<file path="config.mk">
export PLATFORM = sky130hd
export DESIGN_NAME = gic_pin_lane
export DESIGN_NICKNAME = d
export VERILOG_FILES = /design/src/rtl/gic_pkg.sv /design/src/rtl/gic_pin_lane.sv
export SDC_FILE = /design/constraint.sdc
export NUM_CORES = 1
export LEC_CHECK = 0
export ABC_AREA = 1
export BUFFER_PORTS_ARGS = -buffer_cell sky130_fd_sc_hd__buf_4
export CAP_MARGIN = 0
export CELL_PAD_IN_SITES_DETAIL_PLACEMENT = 1
export CELL_PAD_IN_SITES_GLOBAL_PLACEMENT = 1
export CORE_MARGIN = 2
export CORE_UTILIZATION = 40
export CTS_CLUSTER_DIAMETER = 50
export CTS_CLUSTER_SIZE = 10
export DETAILED_ROUTE_END_ITERATION = 6
export PLACE_DENSITY = 0.84
export SETUP_SLACK_MARGIN = 0.3
export SLEW_MARGIN = 15
export SYNTH_ARGS = -nofsm -noshare
export SYNTH_HDL_FRONTEND = slang
export SYNTH_SLANG_ARGS = --single-unit
</file>
<file path="constraint.sdc">
create_clock -name i_clk -period 3.9 [get_ports i_clk]
set_input_delay 0.78 -clock i_clk [delete_from_list [all_inputs] [get_ports i_clk]]
set_output_delay 0.78 -clock i_clk [all_outputs]
set_load 0.01 [all_outputs]
</file>
<file path="src/rtl/gic_pkg.sv">
// Shared types and codes for the GPIO interrupt event classifier.
// Holds the event record, command, source, kind and register codes.
// Depends on nothing; every other rtl file imports it.
package gic_pkg;

    // command carried in the input item's tuser
    localparam logic [1:0] CMD_IRQ   = 2'd0;
    localparam logic [1:0] CMD_TICK  = 2'd1;
    localparam logic [1:0] CMD_START = 2'd2;

    // interrupt source bits
    localparam int SRC_COUNT  = 8;
    localparam int SRC_SHORT  = 0;
    localparam int SRC_ERASE  = 1;
    localparam int SRC_GPIO   = 4;
    localparam int SRC_TAMPER = 5;
    localparam int SRC_LONG   = 7;

    // event kinds
    localparam logic [3:0] KIND_SHORT      = 4'd0;
    localparam logic [3:0] KIND_ERASE      = 4'd1;
    localparam logic [3:0] KIND_TAMPER     = 4'd2;
    localparam logic [3:0] KIND_LONG       = 4'd3;
    localparam logic [3:0] KIND_HIGH       = 4'd4;
    localparam logic [3:0] KIND_LOW        = 4'd5;
    localparam logic [3:0] KIND_RELEASED   = 4'd6;
    localparam logic [3:0] KIND_PRESSED    = 4'd7;
    localparam logic [3:0] KIND_STILL_HIGH = 4'd8;
    localparam logic [3:0] KIND_STILL_LOW  = 4'd9;
    localparam logic [3:0] KIND_HELD       = 4'd10;

    // configuration register indexes
    localparam logic [1:0] CFG_BUTTON_EN   = 2'd0;
    localparam logic [1:0] CFG_BUTTON_PIN  = 2'd1;
    localparam logic [1:0] CFG_STEADY_MASK = 2'd2;
    localparam logic [1:0] CFG_PERIODIC_EN = 2'd3;

    localparam logic [15:0] SAT16      = 16'hFFFF;
    localparam logic [15:0] REPEAT_GAP = 16'd2;

    typedef struct packed {
        logic        vld;
        logic [3:0]  kind;
        logic [3:0]  pin;
        logic [15:0] seen;
        logic [15:0] reps;
    } t_event;

endpackage

</file>
<file path="src/rtl/gic_pin_lane.sv">
// One pin lane: holds the pin's time stamp and repeat count and classifies
// the pin for the current item. Uses gic_pkg for kinds and t_event.
module gic_pin_lane
    import gic_pkg::*;
#(
    parameter int TIME_BITS = 32,
    parameter int LANE      = 0
) (
    input  logic                 i_clk,
    input  logic                 i_rst_n,
    input  logic                 i_act,      // gpio source processed this cycle
    input  logic                 i_start,
    input  logic                 i_level,
    input  logic                 i_prev,
    input  logic                 i_steady,   // in mask or button pin, and periodic mode on
    input  logic                 i_is_pb,
    input  logic [TIME_BITS-1:0] i_now,
    output t_event               o_ev
);

    logic [TIME_BITS-1:0] r_stamp;
    logic [15:0]          r_reps;
    logic [15:0]          n_reps;
    logic [TIME_BITS-1:0] w_diff;
    logic [15:0]          w_seen;
    logic                 w_changed;
    logic                 w_upd;

    assign w_changed = i_level ^ i_prev;
    assign w_upd     = i_act && (w_changed || i_steady);
    assign w_diff    = i_now - r_stamp;
    assign w_seen    = (w_diff > TIME_BITS'(SAT16)) ? SAT16 : w_diff[15:0];

    always_comb begin
        if (w_seen < REPEAT_GAP) begin
            n_reps = (r_reps == SAT16) ? r_reps : r_reps + 16'd1;
        end else begin
            n_reps = '0;
        end
    end

    always_comb begin
        o_ev.pin  = 4'(LANE);
        o_ev.seen = w_seen;
        o_ev.reps = n_reps;
        // button held high on a tick updates state but stays silent
        o_ev.vld  = i_act && (w_changed || (i_steady && !(i_is_pb && i_level)));
        if (w_changed) begin
            if (i_is_pb) begin
                o_ev.kind = i_level ? KIND_RELEASED : KIND_PRESSED;
            end else begin
                o_ev.kind = i_level ? KIND_HIGH : KIND_LOW;
            end
        end else if (i_is_pb) begin
            o_ev.kind = KIND_HELD;
        end else begin
            o_ev.kind = i_level ? KIND_STILL_HIGH : KIND_STILL_LOW;
        end
    end

    always_ff @(posedge i_clk) begin
        if (!i_rst_n) begin
            r_stamp <= '0;
            r_reps  <= '0;
        end else if (i_start) begin
            r_stamp <= i_now;
            r_reps  <= '0;
        end else if (w_upd) begin
            r_stamp <= i_now;
            r_reps  <= n_reps;
        end
    end

endmodule

</file>
==> impl_metrics.csv <==
group,metric,value,unit
routing,drc,0,
timing,worstMarginPinSlew,1.14,ns
global_route,grt_max_degree,38,
worst_setup_path,critPathSlowestCell,"fa_2",
die,die_h,115,µm
place,io_buffer_count,76,
worst_setup_path,crit_top_cell,"nand2_1",
synth,synth_edf_count,0,
place,hpwl,14.7,mm
layout,n_antenna_cell,0,
worst_setup_path,crit_end,"o_ev[4]",
timing,maxSlewViolCount,0,
clock_tree,tritoncts,"yes",
synth,synthCells,839,
clock_tree,holdBufCountCts,0,
routing,wl,26.3,mm
timing,fin_ws,-0.697,ns
worst_setup_path,critPathMaxFanout,8,
synth,muxShareOfSynthArea,0,%
synth,synth_area,0.00495,mm²
synth,synth.area.top_cells,"dfxtp_1, nand2_1, inv_1, ha_1, a21oi_1",
worst_setup_path,worstPathArrival,3.82,ns
routing,wl_per_cell,22.1,µm
global_route,grtUsageTotal,34.6,%
timing,slew_headroom,24.0,%
timing,period_share,118,%
worst_setup_path,r2r-end,"r_reps[10]$_SDFFE_PP0P_",
place,place.gp.congestion,0.904,
clock_tree,cts_root_buffer,"clkbuf_16",
place,dp_cells,1172,
power_and_ir_drop,power,2.16,mW
worst_setup_path,crit_chain,"buf_8 > inv_12 > ha_4 > inv_4 > fa_2 > nand2_4 > nand2_4 > nand3_4 > nand2_4 > nand3_1 > nand2_2 > nand2_1 > nand2_1 > nand2_1 > nand2_1 > inv_1 > nand2_1 > nor2_4 > nand3_2 > nor2_4 > clkbuf_16 > nand3_2 > inv_2 > buf_4",
power_and_ir_drop,peakVddDrop,0.247,mV
layout,finish.utilization,60.0,%
run,drv_cap,0,
layout,fillers,1638,
clock_tree,cts.path.max_buffers,2,
worst_setup_path,rrSetupSlack,0.35,ns
layout,syn_to_final_growth,46.1,%
die,std_cell_rows,40,
routing,vias_per_cell,5.65,
synth,yosysUniqueCellTypes,35,
worst_hold_path,min_from,"r_stamp[27]$_SDFFE_PN0P_",
die,pin_count,81,
timing,rsz0062_at_grt,"true",
worst_setup_path,required,3.12,ns
clock_tree,clock-sinks,48,
routing,drtPass1Iterations,5,
worst_setup_path,r2r-start,"r_stamp[0]$_SDFFE_PN0P_",
synth,synth_compound_area_share,16.1,%
synth,ys_warn_count,0,
worst_hold_path,min_path_type,"reg -> reg",
timing,hold_viol,0,
synth,synth-seq-cells,48,
timing,fin_skew,0.0183,ns
power_and_ir_drop,leakagePower,3.59,nW
routing,first_iter_violations,710,
worst_setup_path,criticalPathCategory,"in -> out",
layout,layout-drive-gt1-share,33.4,%
synth,synth_top_area_share,19.4,%
synth,async_flop_share,0,%
die,die_area,0.0133,mm²
worst_setup_path,reg2reg_depth,23,
worst_setup_path,critPathTopFamily,"simple AND/OR/NAND/NOR gates",
timing,timing.setup.tns,-20.33,ns
worst_setup_path,crit_buf_inv,7,
clock_tree,cts_htree_levels,2,
clock_tree,clk_pin_slew,0.07,ns
timing,hold_slack,0.457,ns
routing,vias,6722,
timing,final-setup-viol-count,32,
timing,fmax,218,MHz
die,initial_core_util,41.0,%
timing,finalCriticalPeriod,4.60,ns
synth,synth_fa_ha_area_share,8.49,%
die,dieWidth,115,µm
power_and_ir_drop,p_per_area,299,mW/mm²
synth,ys.flop_type,"dfxtp_1",
global_route,grt_pass1_vias,6905,
place,place_ws,-0.298,ns
worst_setup_path,startpoint_type,"input port",
status,run_status,"complete, but fails checks",
layout,nets,1094,
routing,ant_nets,0,
place,placed_area,0.00652,mm²
clock_tree,insertion_delay,0.33,ns
die,core,0.0121,mm²
status,failed_checks,"setup timing",
synth,synth_area_per_cell,5.90,µm²
synth,synth_top_family_by_area,"simple AND/OR/NAND/NOR gates",
worst_setup_path,critPathMaxStageDelay,0.39,ns
worst_setup_path,startpoint,"i_now[0]",
global_route,antenna_found_initial,0,
global_route,grt_pass1_wl,35.8,mm
clock_tree,cts_buffers,5,
worst_setup_path,cp_num_cells,24,
synth,synth-xor-area-share,4.60,%
global_route,grt_overflow,0,
layout,post-route-cell-area,0.00723,mm²
worst_setup_path,cp-end-kind,"output pin",
synth,ys_seq_area_share,19.4,%
synth,synth_top_cell_by_area,"dfxtp_1",
layout,fin_cells,1190,
synth,synthSimpleGateAreaFrac,35.6,%
## cells in the mapped netlist, types with 2 or more instances
library cell and count:
inv_2 7, or2_2 2, nor2_1 71, nand4_1 14
nand2_1 212, a21oi_1 64, nand3_2 13, clkbuf_1 13
xnor2_1 12, nand2_2 10, o21ai_0 58, inv_1 168
a31oi_1 2, nor3_1 8, xor2_1 14, a21oi_2 12
o21bai_1 7, and2_1 2, dfxtp_1 48, ha_1 32
buf_6 2, nand3b_1 5, nand3_1 37, nor2_2 6
nor2_4 4, nor3_2 2, buf_4 6
## worst min-delay path by stage
stage | end | slack (ns) | cells past startpoint
3_3_place_gp | r_stamp[25]$_SDFFE_PN0P_ | 0.44 | 2
6_report | r_stamp[27]$_SDFFE_PN0P_ | 0.46 | 2
5_1_grt | r_stamp[29]$_SDFFE_PN0P_ | 0.48 | 2
3_5_place_dp | r_stamp[27]$_SDFFE_PN0P_ | 0.45 | 2
4_1_cts | r_stamp[27]$_SDFFE_PN0P_ | 0.46 | 2
2_1_floorplan | r_stamp[10]$_SDFFE_PN0P_ | 0.43 | 2
## area by class of cell
| cell class | instances | area [µm²] | share of cell area, % |
|---|---|---|---|
| multi-input combinational | 597 | 3690 | 51.1 |
| sequential | 48 | 961 | 13.3 |
| clock buffer | 6 | 139 | 1.92 |
| clock inverter | 2 | 13.8 | 0.190 |
| timing repair buffer | 194 | 1550 | 21.4 |
| tap | 168 | 210 | 2.91 |
| inverter | 175 | 672 | 9.29 |
## where the power goes
| part | internal, mW | leakage, nW | switching [mW] |
|---|---|---|---|
| clock | 0.258 | 0.0772 | 0.245 |
| combinational | 0.449 | 3.11 | 0.665 |
| sequential | 0.523 | 0.397 | 0.0200 |
## placed cells by master (no fill, tap or decap), types with 2 or more instances in the layout
cell	n
a21oi_2	16
buf_4	182
xor2_1	14
o21ai_0	57
nor2_1	59
nand2_1	194
nor2_2	8
or2_2	2
inv_1	151
a31oi_1	2
xnor2_1	12
buf_12	3
nand2_2	19
nand4_1	14
ha_2	4
buf_6	7
a21oi_1	59
o21bai_1	7
nand3_2	18
ha_4	13
nor3_2	2
nor3_1	8
dfxtp_1	48
nand3b_1	5
nor2_4	14
nand3_1	27
nand3_4	5
nand2_4	10
conb_1	4
clkbuf_16	6
inv_2	22
ha_1	15
## per-layer routing
metal,vias up,global-route usage [%],share of wire [%]
li1,2977,-,-
met1,3169,37.8,37
met2,409,62.6,49
met3,167,6.96,6.4
met4,0,18.6,7.7
met5,-,0,0
## what timing repair did
item,4_1_cts,5_1_grt
gates resized for setup,62,41
setup buffers,5,4
cloned,0,1
endpoints found under the setup margin,32,32
pin swaps,8,8
## worst reg2reg max path: stages, from the launching register on
cell and delay (ns):
dfxtp_1 0.38, ha_4 0.15, inv_4 0.04, fa_2 0.39
nand2_4 0.13, nand2_4 0.06, nand3_4 0.09, nand2_4 0.09
nand3_1 0.11, nand2_2 0.08, nand2_1 0.16, nand2_1 0.13
nand2_1 0.12, nand2_1 0.09, inv_1 0.12, nand2_1 0.10
nor2_4 0.19, nand3_2 0.15, nor2_4 0.19, clkbuf_16 0.21
nand3_4 0.08, buf_4 0.15, buf_4 0.13, a21oi_1 0.14
## flip-flops by register name, summed over array words and instances, names as in the netlist
register and count:
r_reps 16, r_stamp 32
## kinds of logic (layout without fill, tap and decap cells)
logic type               after synthesis  in the layout
AO/OA/AOI/OAI                        145            145
XOR/XNOR                              26             26
adder cells (fa/ha/maj)               33             33
buffers and inverters                197            377
flip-flops                            48             48
other                                  1              4
AND/OR/NAND/NOR                      389            389
No activity file was read; power rests on OpenSTA's default activity.
