<file path="config.mk">
export PLATFORM = sky130hd
export DESIGN_NAME = gic_src_lane
export DESIGN_NICKNAME = d
export VERILOG_FILES = /design/src/rtl/gic_pkg.sv /design/src/rtl/gic_src_lane.sv
export SDC_FILE = /design/constraint.sdc
export NUM_CORES = 1
export LEC_CHECK = 0
export ABC_AREA = 1
export BUFFER_PORTS_ARGS = -buffer_cell sky130_fd_sc_hd__buf_2
export CORE_ASPECT_RATIO = 1.1
export CORE_UTILIZATION = 45
export CTS_CLUSTER_SIZE = 12
export DETAILED_ROUTE_END_ITERATION = 8
export REMOVE_ABC_BUFFERS = 1
export SLEW_MARGIN = 20
export SYNTH_ARGS = -nofsm -noshare
export SYNTH_HDL_FRONTEND = slang
export SYNTH_SLANG_ARGS = --single-unit
</file>
<file path="constraint.sdc">
create_clock -name i_clk -period 5.7 [get_ports i_clk]
set_input_delay 0.285 -clock i_clk [delete_from_list [all_inputs] [get_ports i_clk]]
set_output_delay 0.285 -clock i_clk [all_outputs]
set_load 0.05 [all_outputs]
</file>
<file path="src/rtl/gic_pkg.sv">
// Shared types and codes for the GPIO interrupt event classifier.
// Holds the event record, command, source, kind and register codes.
// Depends on nothing; every other rtl file imports it.
package gic_pkg;

    // command carried in the input item's tuser
    localparam logic [1:0] CMD_IRQ   = 2'd0;
    localparam logic [1:0] CMD_TICK  = 2'd1;
    localparam logic [1:0] CMD_START = 2'd2;

    // interrupt source bits
    localparam int SRC_COUNT  = 8;
    localparam int SRC_SHORT  = 0;
    localparam int SRC_ERASE  = 1;
    localparam int SRC_GPIO   = 4;
    localparam int SRC_TAMPER = 5;
    localparam int SRC_LONG   = 7;

    // event kinds
    localparam logic [3:0] KIND_SHORT      = 4'd0;
    localparam logic [3:0] KIND_ERASE      = 4'd1;
    localparam logic [3:0] KIND_TAMPER     = 4'd2;
    localparam logic [3:0] KIND_LONG       = 4'd3;
    localparam logic [3:0] KIND_HIGH       = 4'd4;
    localparam logic [3:0] KIND_LOW        = 4'd5;
    localparam logic [3:0] KIND_RELEASED   = 4'd6;
    localparam logic [3:0] KIND_PRESSED    = 4'd7;
    localparam logic [3:0] KIND_STILL_HIGH = 4'd8;
    localparam logic [3:0] KIND_STILL_LOW  = 4'd9;
    localparam logic [3:0] KIND_HELD       = 4'd10;

    // configuration register indexes
    localparam logic [1:0] CFG_BUTTON_EN   = 2'd0;
    localparam logic [1:0] CFG_BUTTON_PIN  = 2'd1;
    localparam logic [1:0] CFG_STEADY_MASK = 2'd2;
    localparam logic [1:0] CFG_PERIODIC_EN = 2'd3;

    localparam logic [15:0] SAT16      = 16'hFFFF;
    localparam logic [15:0] REPEAT_GAP = 16'd2;

    typedef struct packed {
        logic        vld;
        logic [3:0]  kind;
        logic [3:0]  pin;
        logic [15:0] seen;
        logic [15:0] reps;
    } t_event;

endpackage

</file>
<file path="src/rtl/gic_src_lane.sv">
// One interrupt source lane: holds the source time stamp and reports the
// saturated seconds since it was last seen. Uses gic_pkg for SAT16.
module gic_src_lane
    import gic_pkg::*;
#(
    parameter int TIME_BITS = 32
) (
    input  logic                 i_clk,
    input  logic                 i_rst_n,
    input  logic                 i_hit,
    input  logic                 i_start,
    input  logic [TIME_BITS-1:0] i_now,
    output logic [15:0]          o_seen
);

    logic [TIME_BITS-1:0] r_stamp;
    logic [TIME_BITS-1:0] w_diff;

    assign w_diff = i_now - r_stamp;
    assign o_seen = (w_diff > TIME_BITS'(SAT16)) ? SAT16 : w_diff[15:0];

    always_ff @(posedge i_clk) begin
        if (!i_rst_n) begin
            r_stamp <= '0;
        end else if (i_hit || i_start) begin
            r_stamp <= i_now;
        end
    end

endmodule

</file>
==> results summary, run 1 <==
For the final database, setup skew stands at 0 ns. The tightest hold path in the finished design has a slack of 0.267 ns. The clock slew seen by the registers of the worst setup and hold paths came out at 0.07 ns.

Buffers inserted during clock tree synthesis total 5. Subtracting the final worst setup slack from the clock period gives 3.33 ns. The synthesized netlist devotes 40.0% of its cell area to simple gates. The flip-flop count of the largest register, all copies and words added is 32. The number of global-route vias before repair came out at 3,464. The global-route congestion overflow total came out at 0. Counting instances, the worst hold path has a depth of 3. The root buffer cell is sky130_fd_sc_hd__clkbuf_8.

The share of the synthesized area in compound gates (AO/OA/AOI/OAI) came out at 13.5%. Counting stages on the worst path, the most repeated cell is sky130_fd_sc_hd__a21oi_1. The number of remaining DRC errors is 0.

For this block, the via count after detailed routing is 3,875. The tightest min-delay check is of the in -> reg type. The number of different library cells used by synthesis comes to 28.

The largest individual stage delay along the critical path comes from the cell sky130_fd_sc_hd__nor2_4. In the synthesized netlist, the number of instances is 648. For the pin with the worst max-slew slack, the measured transition is 0.534 ns. The accumulated negative setup slack is 0 ns. After synthesis, the largest family of logic cells by area is simple AND/OR/NAND/NOR gates. For this run, the slowest stage of the critical path takes 0.43 ns. Detailed placement finished with a half-perimeter wire length of 8360 um. Sorting the synthesized cells by area gives the leading types as sky130_fd_sc_hd__nand2_1 (19%), sky130_fd_sc_hd__dfxtp_1 (17%), sky130_fd_sc_hd__inv_1 (13%), sky130_fd_sc_hd__ha_1 (10%), sky130_fd_sc_hd__a21oi_1 (7.1%).

The start point of the critical path is r_stamp[17]$_SDFFE_PN0P_. IR analysis of the VDD net gives a maximum drop of 0.000103 V. The post-synthesis instance area is 0.00376 mm2. The x dimension of the die came out at 89.1 um. Once routing completed, OpenROAD measured the worst setup slack at 2.37 ns.

Data arrives at the worst endpoint at 3.04 ns. The post-route cell area is 0.00420 mm2. Derived from the worst setup path, the maximum achievable clock frequency is 300 MHz. The maximum number of pins on one net before global-route repair is 63. Using the TritonRoute via totals, the vias-per-cell ratio works out to 4.81. For flop-to-flop paths, the worst setup slack is 5.07 ns. After detailed routing, the total wire length is 10,000 um.

Setup repair after global routing left no endpoint under its margin. The register area share after synthesis is 17.1%. Summed over all cells, the static leakage comes to 2.26 nW. The weighted congestion reported at the end of routability-driven placement is 0.955. The number of pins exceeding their max-slew limit in the final report came out at 0.

The initial antenna violation count was 0. The die covers 0.00872 mm2. Measured in cells, the most critical reg-to-reg path has a length of 2. The kind of cell with the highest combined delay along the critical path is compound AO/OA/AOI/OAI gates. The tool flagged a number of max-cap violations equal to 0. The number of gates given a new drive strength after cts is 0. The level count of the clock H-tree came out at 2. The startpoint type of the worst setup path is a flop. In this run the critical register-to-register path is captured at r_stamp[0]$_SDFFE_PN0P_. The worst relative slew slack is 64.4%. Of the total synthesized cell area, the portion taken by full adders, half adders and majority gates is 10.9%. The endpoint required time on the critical path came out at 5.41 ns.

The total power density per cell area is 195 mW/mm2. The placement-stage cell area is 0.00411 mm2. The fraction of layout instances using a drive strength above 1 is 15.5%.

The startpoint identified for the worst hold timing path is i_now[0]. In this run the critical register-to-register path is launched from r_stamp[0]$_SDFFE_PN0P_. The global-route total usage across every layer is 24.1%. The first detailed-routing pass ran for 5 iterations.

The TritonCTS clock tree is done. The hold-critical path endpoint is r_stamp[0]$_SDFFE_PN0P_. The largest registers in the layout are r_stamp (32). The highest fanout seen on the critical path came out at 16. Counting every sink on the clock net gives 32.

The number of buffers inserted by port buffering is 51. The worst setup path is captured at a primary output. Yosys printed 0 warnings. The share of synthesized area in the top cell type comes to 19.2%. The combined buffer and inverter count along the critical path came out at 3. The total of flip-flops plus latches after synthesis came out at 32. The run finished with clean final reports.

The count of inserted antenna diode cells came out at 0. The average size of a mapped cell came out at 5.80 um2. The floorplan core area came out at 0.00800 mm2. The critical path is of the reg -> out type.

The average routed wire per standard cell came out at 12.5 um. At the later pin of the worst-skew pair, clock insertion delay measures 0.28 ns. The signal on the critical path passes through inv_1 > ha_1 > a21oi_1 > o21bai_1 > a21oi_1 > inv_1 > a21oi_1 > nand2_1 > nand2_1 > nand3_1 > nor2_4 > nand3_1 > buf_2.

The initial utilization of the core area, before any placement, comes to 47.0%. The worst slack after detailed placement is 2.61 ns. The number of failing hold endpoints at the final stage came to 0. The largest total area in the synthesized netlist belongs to sky130_fd_sc_hd__nand2_1. The vertical extent of the die is 97.8 um.

Buffers added to address setup during post-CTS repair amount to 0. Overall power consumption after layout is estimated at 0.000819 W. Measured against the total synthesized area, the mux share comes to 0%. The number of buffers inserted for hold repair after clock tree synthesis came out at 0. Row generation in the floorplan step produced 34 rows. The wire length of the first global-routing pass is 16,500 um.

The net count of the finished layout came out at 764. The number of placed I/O pins came out at 52. The register bank with the most flops is r_stamp.

The antenna violation net count after detailed routing came out at 0. The worst-case clock buffer depth is 2. After layout, the worst path uses 58.4% of the clock period.

Setup violations remaining at the end of the flow were counted as 0. Compared with the post-synthesis result, the final layout area differs by 11.7%. The XOR/XNOR share of the synthesized area is 3.50%. The number of DRC markers in iteration 0 is 180.
==> worst register-to-register path: cells and delay by family (launching register included) <==
family,cells,cell delay [ns]
DFF,1,0.34
AOI/OAI and AO/OA,2,0.22
==> logic make-up after synthesis <==
kind of cell,after synthesis
compound gates,97
xor+xnor,15
fa+ha+maj,32
buf+inv,147
flops,32
simple gates,325
==> worst max-delay path by stage <==
stage,endpoint,slack (ns),cells after the start
global placement,o_seen[12],2.65,15
CTS,o_seen[5],2.40,13
floorplan,o_seen[0],2.97,15
finish,o_seen[15],2.37,13
global route,o_seen[1],2.20,13
detailed placement,o_seen[0],2.61,15
==> where the power goes <==
group / internal, W / switching [W]
sequential: 0.000240 / 0.00000443
combinational: 0.000135 / 0.000248
clock: 0.0000987 / 0.0000930
total: 0.000473 / 0.000346
==> through the flow <==
| stage | std cells | utilization (%) |
|---|---|---|
| final | 805 | 52.5 |
| after global routing | 805 | 52.5 |
| after CTS | 805 | 52.5 |
| after detailed placement | 797 | 51.3 |
| after global placement | 797 | 51.3 |
| after floorplan | 637 | - |
==> cells in the final DEF (no fill, tap or decap), drive strengths merged <==
master	netlist	routed
inv	136	136
and2	3	3
clkbuf	9	8
or2	1	1
dfxtp	32	32
nand2	205	205
xor2	1	1
fa	1	1
buf	2	52
a21oi	53	53
nor2	53	53
ha	31	31
o21ai	36	36
nand3	47	47
nand3b	2	2
o21bai	6	6
a21o	2	2
nand4	8	8
xnor2	14	14
nor3	6	6
==> cell usage after synthesis <==
master and number:
sky130_fd_sc_hd__nor2_1 37, sky130_fd_sc_hd__a21o_1 2, sky130_fd_sc_hd__and2_2 2, sky130_fd_sc_hd__nand3_1 35, sky130_fd_sc_hd__nor3_1 3, sky130_fd_sc_hd__nand3b_1 2, sky130_fd_sc_hd__nand2_4 1, sky130_fd_sc_hd__nor3_2 3
sky130_fd_sc_hd__nand2_2 12, sky130_fd_sc_hd__clkbuf_1 9, sky130_fd_sc_hd__inv_1 134, sky130_fd_sc_hd__ha_1 31, sky130_fd_sc_hd__dfxtp_1 32, sky130_fd_sc_hd__nor2_2 11, sky130_fd_sc_hd__fa_1 1, sky130_fd_sc_hd__and2_1 1
sky130_fd_sc_hd__inv_2 2, sky130_fd_sc_hd__buf_6 2, sky130_fd_sc_hd__nand3_2 12, sky130_fd_sc_hd__nor2_4 5, sky130_fd_sc_hd__a21oi_1 53, sky130_fd_sc_hd__o21bai_1 6, sky130_fd_sc_hd__o21ai_0 36, sky130_fd_sc_hd__nand4_1 8
sky130_fd_sc_hd__or2_2 1, sky130_fd_sc_hd__xor2_1 1, sky130_fd_sc_hd__nand2_1 192, sky130_fd_sc_hd__xnor2_1 14
==> routing by layer <==
metal  GRT usage, %  vias to the layer above  wire length [um]
met5              0                        -                 0
met4           8.42                        0               237
met3           2.62                       15               327
met2           39.5                       69              4630
met1           32.5                     1684              4840
li1               -                     2107                 -
==> layout make-up <==
cell class,count,area [um2]
sequential,32,641
inverter,136,510
multi-input combinational,469,2560
timing repair buffer,52,263
clock buffer,8,90.1
tap,108,135
fill,940,3800
Power figures use the tool's default switching activity.
==> run 2: changes to the inputs <==
--- a/config.mk
+++ b/config.mk
@@ -5,12 +5,13 @@
 export SDC_FILE = /design/constraint.sdc
 export NUM_CORES = 1
 export LEC_CHECK = 0
-export ABC_AREA = 1
+export ABC_AREA = 0
 export BUFFER_PORTS_ARGS = -buffer_cell sky130_fd_sc_hd__buf_2
 export CORE_ASPECT_RATIO = 1.1
 export CORE_UTILIZATION = 45
 export CTS_CLUSTER_SIZE = 12
 export DETAILED_ROUTE_END_ITERATION = 8
+export PLACE_DENSITY = 0.68
 export REMOVE_ABC_BUFFERS = 1
 export SLEW_MARGIN = 20
 export SYNTH_ARGS = -nofsm -noshare
==> constraint.sdc (replaced) <==
create_clock -name i_clk -period 2.7 [get_ports i_clk]
set_input_delay 0.135 -clock i_clk [delete_from_list [all_inputs] [get_ports i_clk]]
set_output_delay 0.135 -clock i_clk [all_outputs]
set_load 0.05 [all_outputs]
==> run 2 against run 1 <==
  * The flow now finishes with violations (negative setup slack)
  * Sequential power is 110% higher
  * Clock power is 110% higher
  * Critical path type unchanged
  * Synthesized area is 3.8% lower
  * Sequential cell count stayed put
  * Worst setup slack worse by 3.3 ns
==> results summary, run 2 <==
The run finished, with violations left. The final reports fail on negative setup slack. The area of the die is 0.00839 mm2 (-3.7%). The number of buffers inserted by port buffering came out at 51 (unchanged). The placement-stage cell area came out at 0.00471 mm2 (+15%).

The number of distinct library cells after synthesis came out at 67 (+140%). The post-detailed-route via-to-cell ratio came to 5.56 (+15%). The count of inserted antenna diode cells is 0 (unchanged). The vertical extent of the die was 96.0 um (-1.9%).

The maximum clock skew at final layout is 0 ns (unchanged). The leakage power figure came out at 2.19 nW (-3.4%). The classification of the worst setup path is reg -> out. The number of cells in the finished layout apart from fillers is 760 (-5.6%). The number of endpoints failing setup at the final stage came out at 16 (+16).

The total power of the final layout is 0.00199 W (+140%). In this run the most critical hold path is launched from i_now[25]. The worst setup path is launched from a flop. The largest registers in the layout are r_stamp (32). The floorplan core area was 0.00760 mm2 (-5.0%). The number of buffers created by CTS was 5 (unchanged). The number of placed I/O pins is 52 (unchanged).

The post-synthesis instance area came out at 0.00361 mm2 (-3.8%). Of all cell types, the one taking the most synthesized area is sky130_fd_sc_hd__dfxtp_1. The number of cells on the worst reg-to-reg path is 2 (unchanged).

The worst setup path is captured at a primary output. The initial antenna violation count was 0 (unchanged). TritonCTS built the clock tree. The shortest clock period the worst path allows after layout is 3.63 ns. The register bank with the most flops is r_stamp.

The number of failing hold endpoints at the final stage is 0 (unchanged). For this run, the leading register cell type out of synthesis is sky130_fd_sc_hd__dfxtp_1. The global-route total usage across every layer is 27.2% (+3.1 points).

Leaving out fill and tap cells, the most frequent cell in the layout is sky130_fd_sc_hd__buf_4. The number of remaining DRC errors came to 0 (unchanged). The arrival time at the worst endpoint came out at 3.50 ns (+0.46 ns). The start point of the critical path is r_stamp[0]$_SDFFE_PN0P_.

The number of global-route vias before repair is 3,929 (+13%). The total half-perimeter wirelength after legalization and detailed placement came out at 8280 um (-1.0%). The highest clock rate came out at 275 MHz.

The area growth from synthesis to layout is 41.4%. The worst relative slew slack is 55.2% (-9.2 points). The tree is rooted in a sky130_fd_sc_hd__clkbuf_8.

The top cell type's share of synthesized area came out at 17.7% (-1.5 points). The level count of the clock H-tree is 2 (unchanged). The startpoint identified for the worst register-to-register timing path is r_stamp[19]$_SDFFE_PN0P_. The x dimension of the die is 87.4 um (-1.9%). The total of flip-flops plus latches after synthesis came out at 32 (unchanged).

The wire length of the first global-routing pass is 17,900 um (+8.7%). The register area share after synthesis came out at 17.7% (+0.67 points). The depth of the worst hold-timing path came out at 3 (unchanged). Among all cell types in the netlist, the one instantiated most often is sky130_fd_sc_hd__nand2_1. The row count is 33 (-2.9%). The maximum number of pins on one net before global-route repair came out at 33 (-48%).

The number of pins exceeding their max-slew limit in the final report was 0 (unchanged). The capturing point of the worst reg2reg path is r_stamp[19]$_SDFFE_PN0P_. The fraction of layout instances using a drive strength above 1 is 33.9% (+18 points). The cell count after synthesis is 509 (-21%). The count of max-cap constraint violations came out at 0 (unchanged). Ranked by total cell area, the synthesized netlist is headed by sky130_fd_sc_hd__dfxtp_1 (18%), sky130_fd_sc_hd__ha_1 (11%), sky130_fd_sc_hd__nand2_1 (9.8%), sky130_fd_sc_hd__a21boi_0 (7.1%), sky130_fd_sc_hd__a21oi_1 (5.8%). The clock network latency to the later pin of the worst-skew pair came to 0.29 ns (about the same). The number of cells in the design after placement came out at 749 (-6.0%).

The total power density per cell area came out at 390 mW/mm2 (+99%). The peak supply drop came to 0.000265 V (+160%). The count of TritonRoute iterations in the first routing pass came out at 5 (unchanged). Leaving out fill and tap cells, the most frequent cells in the layout are sky130_fd_sc_hd__buf_4 (118), sky130_fd_sc_hd__nand2_1 (94), sky130_fd_sc_hd__a21oi_1 (37). The weighted congestion reported at the end of routability-driven placement came to 0.938 (-1.7%). The setup slack of the most critical reg-to-reg path came out at 2.04 ns (-3.03 ns). The path with the worst hold slack has its endpoint at r_stamp[25]$_SDFFE_PN0P_. The count of warnings emitted by yosys is 0 (unchanged). The average routed wire per standard cell came out at 14.6 um (+17%). The endpoint required time on the critical path was 2.57 ns (-2.84 ns).

The setup slack after layout is -0.935 ns (-3.31 ns). The flip-flop count of the largest register, all copies and words added came out at 32 (unchanged). The tightest min-delay check is of the in -> reg type.

The net count of the finished layout is 722 (-5.5%). The initial core utilization came out at 47.6% (+0.60 points). In the finished design, the share of the clock period the worst path needs comes to 135%.

The final wirelength is 11,100 um (+10%). The number of DRC markers in iteration 0 came out at 211 (+17%). The share of flip-flops with an asynchronous set or reset came out at 0% (unchanged).

The average size of a mapped cell is 7.10 um2 (+22%). The global-route congestion overflow total is 0 (unchanged). Setup repair after global routing could not meet its margin everywhere. The slew at the pin closest to its max-slew limit came out at 0.671 ns (+0.138 ns). The post-route cell area came to 0.00511 mm2 (+22%). The count of vias placed by the detailed router came out at 4,222 (+9.0%). The worst-case clock buffer depth came to 2 (unchanged). The number of enable flip-flop cells after synthesis is 0 (unchanged). The clock slew seen by the registers of the worst setup and hold paths is 0.07 ns (about the same). The number of sinks handled by clock tree synthesis came out at 32 (unchanged). The antenna violation net count after detailed routing came out at 0 (unchanged). By count the netlist is led by sky130_fd_sc_hd__nand2_1 (94), sky130_fd_sc_hd__a21oi_1 (42), sky130_fd_sc_hd__inv_1 (35). The highest fanout seen on the critical path was 8 (-8).
==> run 2: cell types whose count changed in the layout (fill, tap and decap cells not counted), sizes merged, moves of 17 or more <==
| cell | delta |
|---|---|
| buf | +118 |
| a21boi | +35 |
| nand2 | -111 |
| inv | -101 |
| nor2 | -25 |
| or4 | +17 |
| nand3 | -41 |
==> run 2: critical path: stages, from the launching register on <==
cell,delay [ns]
sky130_fd_sc_hd__dfxtp_2,0.34
sky130_fd_sc_hd__ha_4,0.16
sky130_fd_sc_hd__fa_2,0.34
sky130_fd_sc_hd__nand2b_4,0.15
sky130_fd_sc_hd__a21o_1,0.19
sky130_fd_sc_hd__a2111o_1,0.42
sky130_fd_sc_hd__a31oi_4,0.19
sky130_fd_sc_hd__o21ai_2,0.09
sky130_fd_sc_hd__a32o_2,0.32
sky130_fd_sc_hd__or3b_1,0.40
sky130_fd_sc_hd__or4_4,0.44
sky130_fd_sc_hd__buf_8,0.17
==> run 2: cell families after synthesis <==
kind of cell    count (synthesis)  synth area share (%)
compound gates                153                  29.6
xor+xnor                       18                  4.36
fa+ha+maj                      32                  11.3
buf+inv                        68                  8.34
flops                          32                  17.7
mux                             3                 0.831
simple gates                  203                  27.9
==> run 2: worst max path at each step <==
stage                      end  slack (ns)
CTS                  o_seen[4]       -0.90
floorplan           o_seen[10]       -0.64
finish               o_seen[0]       -0.93
global placement    o_seen[15]       -0.67
detailed placement   o_seen[4]       -0.81
global route        o_seen[11]       -1.04
==> run 2: per-stage QoR <==
stage	setup TNS (ns)	utilization (%)	worst slack, ns	hold WS (ns)
4_1_cts	-13.90	65.7	-0.901	0.0970
3_5_place_dp	-12.27	62.0	-0.808	0.411
2_1_floorplan	-10.05	-	-0.638	0.282
3_3_place_gp	-10.51	62.0	-0.668	0.404
5_1_grt	-16.13	67.3	-1.04	0.106
6_report	-14.38	67.3	-0.935	0.0976
==> run 2: layout make-up <==
type	count	area [um2]
multi-input cells	410	2850
fillers	706	2490
flip-flops and latches	32	646
repair buffers	170	1260
inverters	35	131
clock buffers	8	90.1
well taps	105	131
==> run 2: what timing repair did <==
item	4_1_cts	5_1_grt
endpoints found under the setup margin	16	16
pin swaps	10	7
gates cloned	1	0
hold buffers	0	0
resized for setup	52	23
setup buffers	1	1
==> run 2: routing by layer <==
metal / vias to the layer above / global-route usage (%) / part of all wire (%)
met1: 1985 / 33.9 / 46
met2: 91 / 48.5 / 48
met5: - / 0 / 0
met4: 0 / 9.56 / 2.2
li1: 2126 / - / -
met3: 20 / 2.83 / 3.2
==> run 2: report_power, final <==
part           internal [W]  switching [W]  total (W)  leakage (nW)
combinational      0.000512       0.000558    0.00107          1.87
clock              0.000208       0.000197   0.000405        0.0455
sequential         0.000501      0.0000152   0.000517         0.266
